==> config.mk <==
export PLATFORM = sky130hd
export DESIGN_NAME = lifo_stack_with_peek_core_flat
export DESIGN_NICKNAME = d
export VERILOG_FILES = /design/src/design/lsp_pkg.sv /design/src/design/lsp_if.sv /design/src/design/lsp_ctrl.sv /design/src/design/lsp_dp.sv /design/src/design/lifo_stack_with_peek_core.sv /design/src/flat_wrapper.sv
export SDC_FILE = /design/constraint.sdc
export NUM_CORES = 2
export LEC_CHECK = 0
export ABC_CLOCK_PERIOD_IN_PS = 10990
export BUFFER_PORTS_ARGS = -buffer_cell sky130_fd_sc_hd__buf_2
export CAP_MARGIN = 40
export CORE_MARGIN = 2
export CORE_UTILIZATION = 27
export DETAILED_ROUTE_END_ITERATION = 8
export PLACE_DENSITY_LB_ADDON = 0.15
export SLEW_MARGIN = 20
export SYNTH_ARGS = -nofsm -noshare
export SYNTH_HDL_FRONTEND = slang
export SYNTH_SLANG_ARGS = --single-unit
==> constraint.sdc <==
create_clock -name clk -period 10.99 [get_ports clk]
set_clock_uncertainty 0.05 [all_clocks]
set_input_delay 1.099 -clock clk [delete_from_list [all_inputs] [get_ports clk]]
set_output_delay 1.099 -clock clk [all_outputs]
set_load 0.02 [all_outputs]
==> src/design/lsp_pkg.sv <==
`timescale 1ns / 1ps
// lsp_pkg: shared types and constants for the LIFO stack with peek.
// No dependencies.
package lsp_pkg;

  localparam int DEPTH     = 64;
  localparam int WORD_BITS = 32;
  localparam int CNT_W     = $clog2(DEPTH + 1);
  localparam int IDX_W     = $clog2(DEPTH);
  localparam int OFF_W     = 6;
  localparam int CAP_W     = 7;
  localparam logic [CAP_W-1:0] CAP_RESET = CAP_W'(DEPTH);

  typedef logic signed [WORD_BITS-1:0] word_t;
  typedef logic [CNT_W-1:0]            cnt_t;
  typedef logic [IDX_W-1:0]            idx_t;
  typedef logic [OFF_W-1:0]            off_t;
  typedef logic [CAP_W-1:0]            cap_t;

  typedef enum logic [1:0] {
    OP_PUSH = 2'd0,
    OP_POP  = 2'd1,
    OP_PEEK = 2'd2
  } op_t;

  typedef enum logic [1:0] {
    ST_OK        = 2'd0,
    ST_OVERFLOW  = 2'd1,
    ST_UNDERFLOW = 2'd2,
    ST_OFFSET    = 2'd3
  } status_t;

  typedef enum logic [0:0] {
    S_IDLE = 1'b0,
    S_EXEC = 1'b1
  } state_t;

  typedef struct packed {
    logic take;   // item accepted: update count, memory, read port
    logic load;   // load result register
  } cmd_t;

endpackage

==> src/design/lsp_if.sv <==
`timescale 1ns / 1ps
// Channel interfaces for the LIFO stack: input, result and config write.
// Depends on lsp_pkg.
interface lsp_in_if;
  logic                valid;
  logic                ready;
  logic [1:0]          operation;
  lsp_pkg::word_t      push_value;
  lsp_pkg::off_t       peek_offset;
  modport source (output valid, operation, push_value, peek_offset, input ready);
  modport sink   (input valid, operation, push_value, peek_offset, output ready);
endinterface

interface lsp_out_if;
  logic                valid;
  logic                ready;
  lsp_pkg::status_t    status;
  lsp_pkg::word_t      peek_data;
  lsp_pkg::cnt_t       fill_count;
  logic                is_empty;
  logic                is_full;
  modport source (output valid, status, peek_data, fill_count, is_empty, is_full,
                  input ready);
  modport sink   (input valid, status, peek_data, fill_count, is_empty, is_full,
                  output ready);
endinterface

interface lsp_cfg_if;
  logic                valid;
  logic                ready;
  lsp_pkg::cap_t       data;
  modport source (output valid, data, input ready);
  modport sink   (input valid, data, output ready);
endinterface

==> src/design/lsp_ctrl.sv <==
`timescale 1ns / 1ps
// lsp_ctrl: handshake controller for the LIFO stack.
// Depends on lsp_pkg.
module lsp_ctrl (
  input  logic          clk,
  input  logic          rst_n,
  input  logic          in_valid,
  output logic          in_ready,
  output logic          out_valid,
  input  logic          out_ready,
  output lsp_pkg::cmd_t cmd
);
  import lsp_pkg::*;

  state_t state_r, state_nxt;
  logic   out_valid_r, out_valid_nxt;

  always_ff @(posedge clk) begin
    if (!rst_n) begin
      state_r     <= S_IDLE;
      out_valid_r <= 1'b0;
    end else begin
      state_r     <= state_nxt;
      out_valid_r <= out_valid_nxt;
    end
  end

  always_comb begin
    state_nxt     = state_r;
    out_valid_nxt = out_valid_r;
    in_ready      = 1'b0;
    cmd           = '0;
    if (out_valid_r && out_ready) begin
      out_valid_nxt = 1'b0;
    end
    case (state_r)
      S_IDLE: begin
        in_ready = !out_valid_r || out_ready;
        if (in_valid && in_ready) begin
          cmd.take  = 1'b1;
          state_nxt = S_EXEC;
        end
      end
      S_EXEC: begin
        cmd.load      = 1'b1;
        out_valid_nxt = 1'b1;
        state_nxt     = S_IDLE;
      end
      default: begin
        state_nxt = S_IDLE;
      end
    endcase
  end

  assign out_valid = out_valid_r;

endmodule

==> src/design/lsp_dp.sv <==
`timescale 1ns / 1ps
// lsp_dp: entry memory, fill counter, capacity register and result register.
// Depends on lsp_pkg.
module lsp_dp (
  input  logic             clk,
  input  logic             rst_n,
  input  lsp_pkg::cmd_t    cmd,
  input  logic [1:0]       operation,
  input  lsp_pkg::word_t   push_value,
  input  lsp_pkg::off_t    peek_offset,
  input  logic             cfg_we,
  input  lsp_pkg::cap_t    cfg_data,
  output lsp_pkg::status_t status,
  output lsp_pkg::word_t   peek_data,
  output lsp_pkg::cnt_t    fill_count,
  output logic             is_empty,
  output logic             is_full
);
  import lsp_pkg::*;

  word_t   mem [DEPTH];
  word_t   rd_data_r;
  cnt_t    count_r;
  cap_t    cap_r;
  status_t st_r, st_nxt;
  logic    peek_ok_r, peek_ok_nxt;
  cnt_t    count_nxt;
  cnt_t    cap_eff;
  idx_t    rd_idx;
  logic    mem_we;

  status_t status_r;
  word_t   peek_data_r;
  cnt_t    fill_r;
  logic    empty_r, full_r;

  assign cap_eff = (cap_r > CAP_W'(DEPTH)) ? CNT_W'(DEPTH) : CNT_W'(cap_r);
  assign rd_idx  = IDX_W'(count_r - CNT_W'(1) - CNT_W'(peek_offset));

  always_comb begin
    st_nxt      = ST_OK;
    peek_ok_nxt = 1'b0;
    count_nxt   = count_r;
    mem_we      = 1'b0;
    case (op_t'(operation))
      OP_PUSH: begin
        if (count_r >= cap_eff) begin
          st_nxt = ST_OVERFLOW;
        end else begin
          mem_we    = 1'b1;
          count_nxt = count_r + CNT_W'(1);
        end
      end
      OP_POP: begin
        if (count_r == '0) begin
          st_nxt = ST_UNDERFLOW;
        end else begin
          count_nxt = count_r - CNT_W'(1);
        end
      end
      OP_PEEK: begin
        if (CNT_W'(peek_offset) >= count_r) begin
          st_nxt = ST_OFFSET;
        end else begin
          peek_ok_nxt = 1'b1;
        end
      end
      default: begin
        st_nxt = ST_OK;
      end
    endcase
  end

  always_ff @(posedge clk) begin
    if (cmd.take && mem_we) begin
      mem[count_r[IDX_W-1:0]] <= push_value;
    end
    if (cmd.take) begin
      rd_data_r <= mem[rd_idx];
      st_r      <= st_nxt;
      peek_ok_r <= peek_ok_nxt;
    end
    if (cmd.load) begin
      status_r    <= st_r;
      peek_data_r <= peek_ok_r ? rd_data_r : '0;
      fill_r      <= count_r;
      empty_r     <= (count_r == '0);
      full_r      <= (count_r >= cap_eff);
    end
  end

  always_ff @(posedge clk) begin
    if (!rst_n) begin
      count_r <= '0;
      cap_r   <= CAP_RESET;
    end else begin
      if (cmd.take) begin
        count_r <= count_nxt;
      end
      if (cfg_we) begin
        cap_r <= cfg_data;
      end
    end
  end

  assign status     = status_r;
  assign peek_data  = peek_data_r;
  assign fill_count = fill_r;
  assign is_empty   = empty_r;
  assign is_full    = full_r;

endmodule

==> src/design/lifo_stack_with_peek_core.sv <==
`timescale 1ns / 1ps
// Top level of the bounded LIFO stack with peek.
// Depends on lsp_pkg, lsp_if, lsp_ctrl, lsp_dp.
//
//  channel | dir | payload
//  in_if   | in  | operation, push_value, peek_offset
//  out_if  | out | status, peek_data, fill_count, is_empty, is_full
//  cfg_if  | in  | data (capacity_limit), always ready
//
// Each item is accepted in S_IDLE (count update, memory write or read), then
// the result register loads in S_EXEC; the memory's registered read port sets this.
// A new item is accepted while a result waits only if it is taken that cycle.
// Reset clears the fill count and sets capacity to 64; memory is not cleared.
// A stalled result holds until out_if.ready.
module lifo_stack_with_peek_core (
  input  logic clk,
  input  logic rst_n,
  lsp_in_if.sink    in_if,
  lsp_out_if.source out_if,
  lsp_cfg_if.sink   cfg_if
);
  import lsp_pkg::*;

  cmd_t cmd;

  assign cfg_if.ready = 1'b1;

  lsp_ctrl u_ctrl (
    .clk       (clk),
    .rst_n     (rst_n),
    .in_valid  (in_if.valid),
    .in_ready  (in_if.ready),
    .out_valid (out_if.valid),
    .out_ready (out_if.ready),
    .cmd       (cmd)
  );

  lsp_dp u_dp (
    .clk         (clk),
    .rst_n       (rst_n),
    .cmd         (cmd),
    .operation   (in_if.operation),
    .push_value  (in_if.push_value),
    .peek_offset (in_if.peek_offset),
    .cfg_we      (cfg_if.valid),
    .cfg_data    (cfg_if.data),
    .status      (out_if.status),
    .peek_data   (out_if.peek_data),
    .fill_count  (out_if.fill_count),
    .is_empty    (out_if.is_empty),
    .is_full     (out_if.is_full)
  );

endmodule

==> src/flat_wrapper.sv <==
// flat-port wrapper written by rule: the top's interface ports become plain ports
module lifo_stack_with_peek_core_flat import lsp_pkg::*;
  (clk, rst_n, in_if_valid, in_if_operation, in_if_push_value, in_if_peek_offset, in_if_ready, out_if_valid, out_if_status, out_if_peek_data, out_if_fill_count, out_if_is_empty, out_if_is_full, out_if_ready, cfg_if_valid, cfg_if_data, cfg_if_ready);
  lsp_in_if in_if_i ();
  lsp_out_if out_if_i ();
  lsp_cfg_if cfg_if_i ();
  input  logic clk;
  input  logic rst_n;
  input wire logic [$bits(in_if_i.valid)-1:0] in_if_valid;
  input wire logic [$bits(in_if_i.operation)-1:0] in_if_operation;
  input wire logic [$bits(in_if_i.push_value)-1:0] in_if_push_value;
  input wire logic [$bits(in_if_i.peek_offset)-1:0] in_if_peek_offset;
  output wire logic [$bits(in_if_i.ready)-1:0] in_if_ready;
  output wire logic [$bits(out_if_i.valid)-1:0] out_if_valid;
  output wire logic [$bits(out_if_i.status)-1:0] out_if_status;
  output wire logic [$bits(out_if_i.peek_data)-1:0] out_if_peek_data;
  output wire logic [$bits(out_if_i.fill_count)-1:0] out_if_fill_count;
  output wire logic [$bits(out_if_i.is_empty)-1:0] out_if_is_empty;
  output wire logic [$bits(out_if_i.is_full)-1:0] out_if_is_full;
  input wire logic [$bits(out_if_i.ready)-1:0] out_if_ready;
  input wire logic [$bits(cfg_if_i.valid)-1:0] cfg_if_valid;
  input wire logic [$bits(cfg_if_i.data)-1:0] cfg_if_data;
  output wire logic [$bits(cfg_if_i.ready)-1:0] cfg_if_ready;
  assign in_if_i.valid = in_if_valid;
  assign in_if_i.operation = in_if_operation;
  assign in_if_i.push_value = in_if_push_value;
  assign in_if_i.peek_offset = in_if_peek_offset;
  assign in_if_ready = in_if_i.ready;
  assign out_if_valid = out_if_i.valid;
  assign out_if_status = out_if_i.status;
  assign out_if_peek_data = out_if_i.peek_data;
  assign out_if_fill_count = out_if_i.fill_count;
  assign out_if_is_empty = out_if_i.is_empty;
  assign out_if_is_full = out_if_i.is_full;
  assign out_if_i.ready = out_if_ready;
  assign cfg_if_i.valid = cfg_if_valid;
  assign cfg_if_i.data = cfg_if_data;
  assign cfg_if_ready = cfg_if_i.ready;
  lifo_stack_with_peek_core u_core (.clk(clk), .rst_n(rst_n), .in_if(in_if_i), .out_if(out_if_i), .cfg_if(cfg_if_i));
endmodule
=== After elaboration in Yosys (flattened, before gate mapping) ===
Memories as Yosys holds them, arrays and structs flattened. A register that Yosys moved wholly into a read port is not among the register bits.
Cells that the tools add are included.

* Order comparisons: 3
* $add $sub $neg: 3
* Eq/ne operators: 4
* Reductions and logical operators: 10
* Muxes and demuxes: 20
* Bitwise logic cells: 1

{| class="wikitable"
|+ Operators with widths
! cell !! number
|-
| $mux W7 || 3
|-
| $pmux W7 S2 || 1
|-
| $mux W1 || 12
|-
| $add A7 B1 Y7 const B || 1
|-
| $ge A6 B7 Y1 || 1
|-
| $ge A7 B7 Y1 || 1
|-
| $gt A7 B7 Y1 const B || 1
|-
| $logic_not A7 Y1 || 1
|-
| $sub A7 B1 Y7 const B || 1
|-
| $pmux W2 S3 || 1
|-
| $sub A6 B6 Y6 || 1
|-
| $mux W2 || 2
|-
| $ne A2 B2 Y1 const B || 2
|-
| $reduce_and A4 Y1 || 1
|-
| $reduce_bool A2 Y1 || 2
|-
| $logic_and A1 B1 Y1 || 3
|-
| $eq A2 B1 Y1 const B || 1
|-
| $eq A2 B2 Y1 const B || 1
|-
| $logic_not A2 Y1 || 1
|-
| $pmux W1 S2 || 1
|-
| $logic_not A1 Y1 || 1
|-
| $logic_or A1 B1 Y1 || 1
|-
| $not A1 Y1 || 1
|}

* Word-level logic and storage cells: 53
* RAM bits: 2048
* Memories kept: 1
* Register bits after elaboration: 62
* Output and inout bits: 46

{| class="wikitable"
|+ Memory list
! memory !! words !! bits a word !! rd ports !! clocked after memory_dff !! write ports !! RTL line !! source
|-
| u_core.u_dp.mem || 64 || 32 || 1 || 1 || 1 || lsp_dp.sv:21 || <nowiki>word_t mem [DEPTH];</nowiki>
|}

=== Longest topological paths before layout ===
* Word-level depth: 8
* Depth in mapped cells: 13
* Depth with buffers taken out: 10

=== Cells and area by module ===
Synthesis repeated with hierarchy kept, for this count alone.

* Cell total of the unflattened synthesis: 3331
* Area, all modules: 81982.4 um2

{| class="wikitable"
|+ By module, submodules not included
! module !! area each (um2) !! sequential area each (um2) !! cells an instance !! times used
|-
| lsp_dp || 81867.3 || 64121.5 || 3320 || 1
|-
| lsp_ctrl || 103.8 || 40.0 || 9 || 1
|-
| lifo_stack_with_peek_core || 11.3 || 0.0 || 2 || 1
|}

=== Worst setup path after synthesis ===
No wires, ideal clock.

* Kind: input port to flip-flop
* From: input out_if_ready
* To: memory u_core.u_dp.mem[20][0] (netlist name) (enable)
* Data required time: 10519 ps
* Slack: 6415 ps
* Arrival time: 4104 ps
* Stages: 7
* Cell sequence: inv_1 a21oi_1 and3b_1 nand3_1 or4_1 clkbuf_1 nor2_1

* Cells in the longest elaborated chain, start to end: 7

{| class="wikitable"
|+ Ends and longest elaborated chain
! item !! RTL line !! source
|-
| start, declared || flat_wrapper.sv:20 || <nowiki>input wire logic [$bits(out_if_i.ready)-1:0] out_if_ready;</nowiki>
|-
| $logic_or A1 B1 Y1 || lsp_ctrl.sv:38 || <nowiki>in_ready = !out_valid_r || out_ready;</nowiki>
|-
| $logic_and A1 B1 Y1 || lsp_ctrl.sv:39 || <nowiki>if (in_valid && in_ready) begin</nowiki>
|-
| $mux W1 || lsp_ctrl.sv:39 ||
|-
| $mux W1 || lsp_ctrl.sv:36 || <nowiki>case (state_r)</nowiki>
|-
| $logic_and A1 B1 Y1 || lsp_dp.sv:75 || <nowiki>if (cmd.take && mem_we) begin</nowiki>
|-
| $mux W1 || lsp_dp.sv:75 ||
|-
| $mux W1 (not written as such) || lsp_dp.sv:76 || <nowiki>mem[count_r[IDX_W-1:0]] <= push_value;</nowiki>
|-
| end, declared || lsp_dp.sv:21 ||
|}

No other way between the ends.

=== Worst setup path in the final report ===
* From: register u_core.u_dp.count_r[0]
* To: register u_core.u_dp.rd_data_r[2] (read register of u_core.u_dp.mem), data pin

* Cells in the longest elaborated chain, start to end: 2

{| class="wikitable"
|+ Ends and longest elaborated chain
! item !! RTL line !! source
|-
| start, declared || lsp_dp.sv:23 || <nowiki>cnt_t count_r;</nowiki>
|-
| start signal, assigned || lsp_dp.sv:98 || <nowiki>count_r <= count_nxt;</nowiki>
|-
| $sub A7 B1 Y7 || n/a ||
|-
| $sub A6 B6 Y6 || lsp_dp.sv:38 || <nowiki>assign rd_idx = IDX_W'(count_r - CNT_W'(1) - CNT_W'(peek_offset));</nowiki>
|-
| end, declared || lsp_dp.sv:22 || <nowiki>word_t rd_data_r;</nowiki>
|}

No other way between the ends.
A chain may end at the register's enable or synchronous reset.

==> impl_metrics.json <==
{
  "setup_viol": 0,
  "synth-async-reset-ratio_pct": 0,
  "clk_pin_slew_ns": 0.06,
  "grt_pass1_vias": 38890,
  "postPlaceCellArea_um2": 89590,
  "relSlewSlack_pct": 33.23,
  "drc": 0,
  "io_pins": 98,
  "cts.sinks": 2142,
  "run_status": "complete, no violations",
  "rsz0062_at_grt": "no",
  "synth_edf_count": 2126,
  "criticalPathCategory": "flop to flop",
  "gp_congestion": 0.7306,
  "multi_input_area_um2": 17570,
  "nNetsFinal": 3756,
  "antenna_left": 0,
  "fillers": 28380,
  "avgViaCountPerCell": 4.734,
  "ys.warnings.count": 0,
  "cts_htree_levels": 4,
  "dieArea_um2": 308300,
  "syn_avg_cell_area_um2": 24.63,
  "hold_viol_final": 0,
  "grt.overflow.total": 0,
  "antenna_found_initial": 25,
  "syn_inst": 3331,
  "power_density_nw_per_um2": 202.0,
  "cts_tree": "built",
  "final_util_pct": 32.17,
  "worst_pin_slew_ns": 1.002,
  "yosysUniqueCellTypes": 51,
  "start_util_pct": 27.12,
  "cts_buffers": 229,
  "required_ns": 11.53,
  "vias": 37190,
  "clockRootBuffer": "clkbuf_16",
  "grt_pass1_wl_um": 330400,
  "hp-class": "flop to flop",
  "dr.pass1.iters": 7,
  "syn-num-nets": 3405,
  "wl_um": 240600,
  "cp_max_fo": 46,
  "fin_crit_ns": 5.858,
  "grt_start_max_net_pins": 121,
  "die_h_um": 555.3,
  "ys_seq_area_share_pct": 78.19,
  "maxCapViolCount": 0,
  "cts-resized-gates": 0,
  "synth_seq_cells": 2142,
  "startpoint_type": "flop",
  "register_area_um2": 64170,
  "layout-drive-gt1-share_pct": 34.38,
  "stdcell_area_um2": 97330,
  "grt_usage_pct": 15.55,
  "hpwl_um": 132100,
  "area_growth_syn_to_layout_pct": 18.61,
  "clk_latency_ns": 0.89,
  "holdWs_ns": 0.3790,
  "cts_hold_buffers": 0,
  "p_leak_nw": 30.00,
  "rows": 202,
  "cts_setup_buffers": 0,
  "synth_area_um2": 82060,
  "max_freq_mhz": 170.7,
  "ir_worst_vdd_v": 0.0001683,
  "ctsLongestPathBuffers": 3,
  "cp.arrival_ns": 6.40,
  "end_kind": "flop",
  "routedWlPerCell_um": 30.63,
  "fin_setup_tns_ns": 0,
  "fin_crit_sh_pct": 53.30,
  "ys.flop_type": "edfxtp_1",
  "power_mw": 19.66,
  "drtIter0Drc": 3609,
  "io_buffers": 96,
  "r2r_setup_slack_ns": 5.13,
  "drv_slew": 0,
  "core_area_um2": 302500,
  "fp.dieW_um": 555.3
}
-- worst paths after layout --
path | from | end | depth (start not counted)
max reg2reg | u_core.u_dp.count_r[0]$_SDFFE_PN0P_ | u_core.u_dp.rd_data_r[2]$_DFFE_PP_ | 10
min | u_core.u_dp.st_r[1]$_DFFE_PP_ | u_core.u_dp.status[1]$_DFFE_PP_ | 0
max | u_core.u_dp.count_r[0]$_SDFFE_PN0P_ | u_core.u_dp.rd_data_r[2]$_DFFE_PP_ | 10
min reg2reg | u_core.u_dp.st_r[1]$_DFFE_PP_ | u_core.u_dp.status[1]$_DFFE_PP_ | 0
-- area by class of cell --
class	instances	share of cell area, %
flip-flops and latches	2142	65.93
well taps	3978	5.114
inverters	17	0.06556
multi-input cells	1000	18.05
clock inverters	141	1.473
clock buffers	282	6.158
diodes	4	0.01028
repair buffers	292	3.201
-- flip-flops by register name (all words and copies together) (netlist names) --
register / flops
u_core.u_dp.is_empty: 1
u_core.u_dp.st_r: 2
u_core.u_dp.status: 2
u_core.u_dp.mem: 2048
u_core.u_dp.peek_data: 32
u_core.u_ctrl.state_r: 1
u_core.u_dp.fill_count: 7
u_core.u_dp.rd_data_r: 32
u_core.u_dp.is_full: 1
u_core.u_ctrl.out_valid: 1
u_core.u_dp.cap_r: 7
u_core.u_dp.count_r: 7
u_core.u_dp.peek_ok_r: 1
-- stage by stage --
stage                     setup WS [ns]  std cells
after floorplan                   6.415       3331
after global placement            4.537       7352
after detailed placement          4.605       7414
after CTS                         4.903       7837
after global routing              4.857       7854
final                             5.132       7856
-- cell families after synthesis --
family                     after synthesis  synth area share, %
AOI/OAI and AO/OA                       40               0.3294
xor gates and xnor gates                 9               0.1281
adders and majority gates               22               0.3446
buffers and inverters                  189                1.051
DFF                                   2142                78.19
muxes                                  746                18.86
other                                    1             0.004570
and+or+nand+nor                        182                1.093
-- per-layer routing --
layer / routed length (um) / GRT usage [%] / share of wire [%] / up-vias
met5: 74 / 0 / 0.031 / -
met4: 4733 / 3.644 / 2.0 / 12
met3: 11030 / 2.610 / 4.6 / 266
met2: 115400 / 25.06 / 48 / 984
met1: 109400 / 21.91 / 45 / 20830
li1: - / - / - / 15100
-- worst max-delay path, cell delays in order, from the launching register on --
cell	delay [ns]
dfxtp_1	0.59
inv_1	0.23
ha_1	0.37
inv_1	0.08
fa_4	1.22
buf_4	0.66
buf_4	0.71
mux4_2	0.42
mux4_2	0.49
mux2i_1	0.50
mux2i_1	0.17
-- cell usage after synthesis, types with 5 or more instances --
| master | number | area, um2 |
|---|---|---|
| mux4_2 | 640 | 14410 |
| a21o_1 | 6 | 45.04 |
| buf_2 | 68 | 340.3 |
| nor2_1 | 78 | 292.8 |
| nand2_1 | 21 | 78.83 |
| buf_6 | 8 | 90.09 |
| dfxtp_1 | 16 | 320.3 |
| a21oi_1 | 12 | 60.06 |
| clkbuf_1 | 79 | 296.5 |
| nand2b_1 | 9 | 56.30 |
| nor3_1 | 7 | 35.03 |
| edfxtp_1 | 2126 | 63840 |
| nand3_1 | 10 | 50.05 |
| mux2i_1 | 106 | 1061 |
| o21ai_0 | 6 | 30.03 |
| and2_1 | 33 | 206.5 |
| buf_1 | 15 | 56.30 |
| xnor2_1 | 5 | 43.79 |
| inv_1 | 16 | 60.06 |
| ha_1 | 21 | 262.8 |
-- cells in the final DEF, fill, tap and decap left out, types with 6 or more instances in the layout --
master,instances
edfxtp_1,2126
mux4_2,640
clkbuf_16,232
buf_4,117
mux2i_1,105
buf_2,94
nor2_4,64
clkinv_1,50
clkbuf_1,50
clkinv_2,44
buf_12,37
and2_1,32
buf_16,31
bufinv_16,24
nand2_1,21
ha_1,20
inv_1,16
dfxtp_1,15
nor2_1,14
a21oi_1,11
nand3_1,10
nand2b_1,9
clkinvlp_4,9
nor3_1,7
buf_8,7
a21o_1,6
o21ai_0,6
buf_6,6
-- report_power, final --
group | internal [mW] | switching, mW
registers | 9.10 | 0.0941
clock network | 4.43 | 3.26
logic | 1.19 | 1.58
total | 14.7 | 4.94
Power figures use the tool's default switching activity.
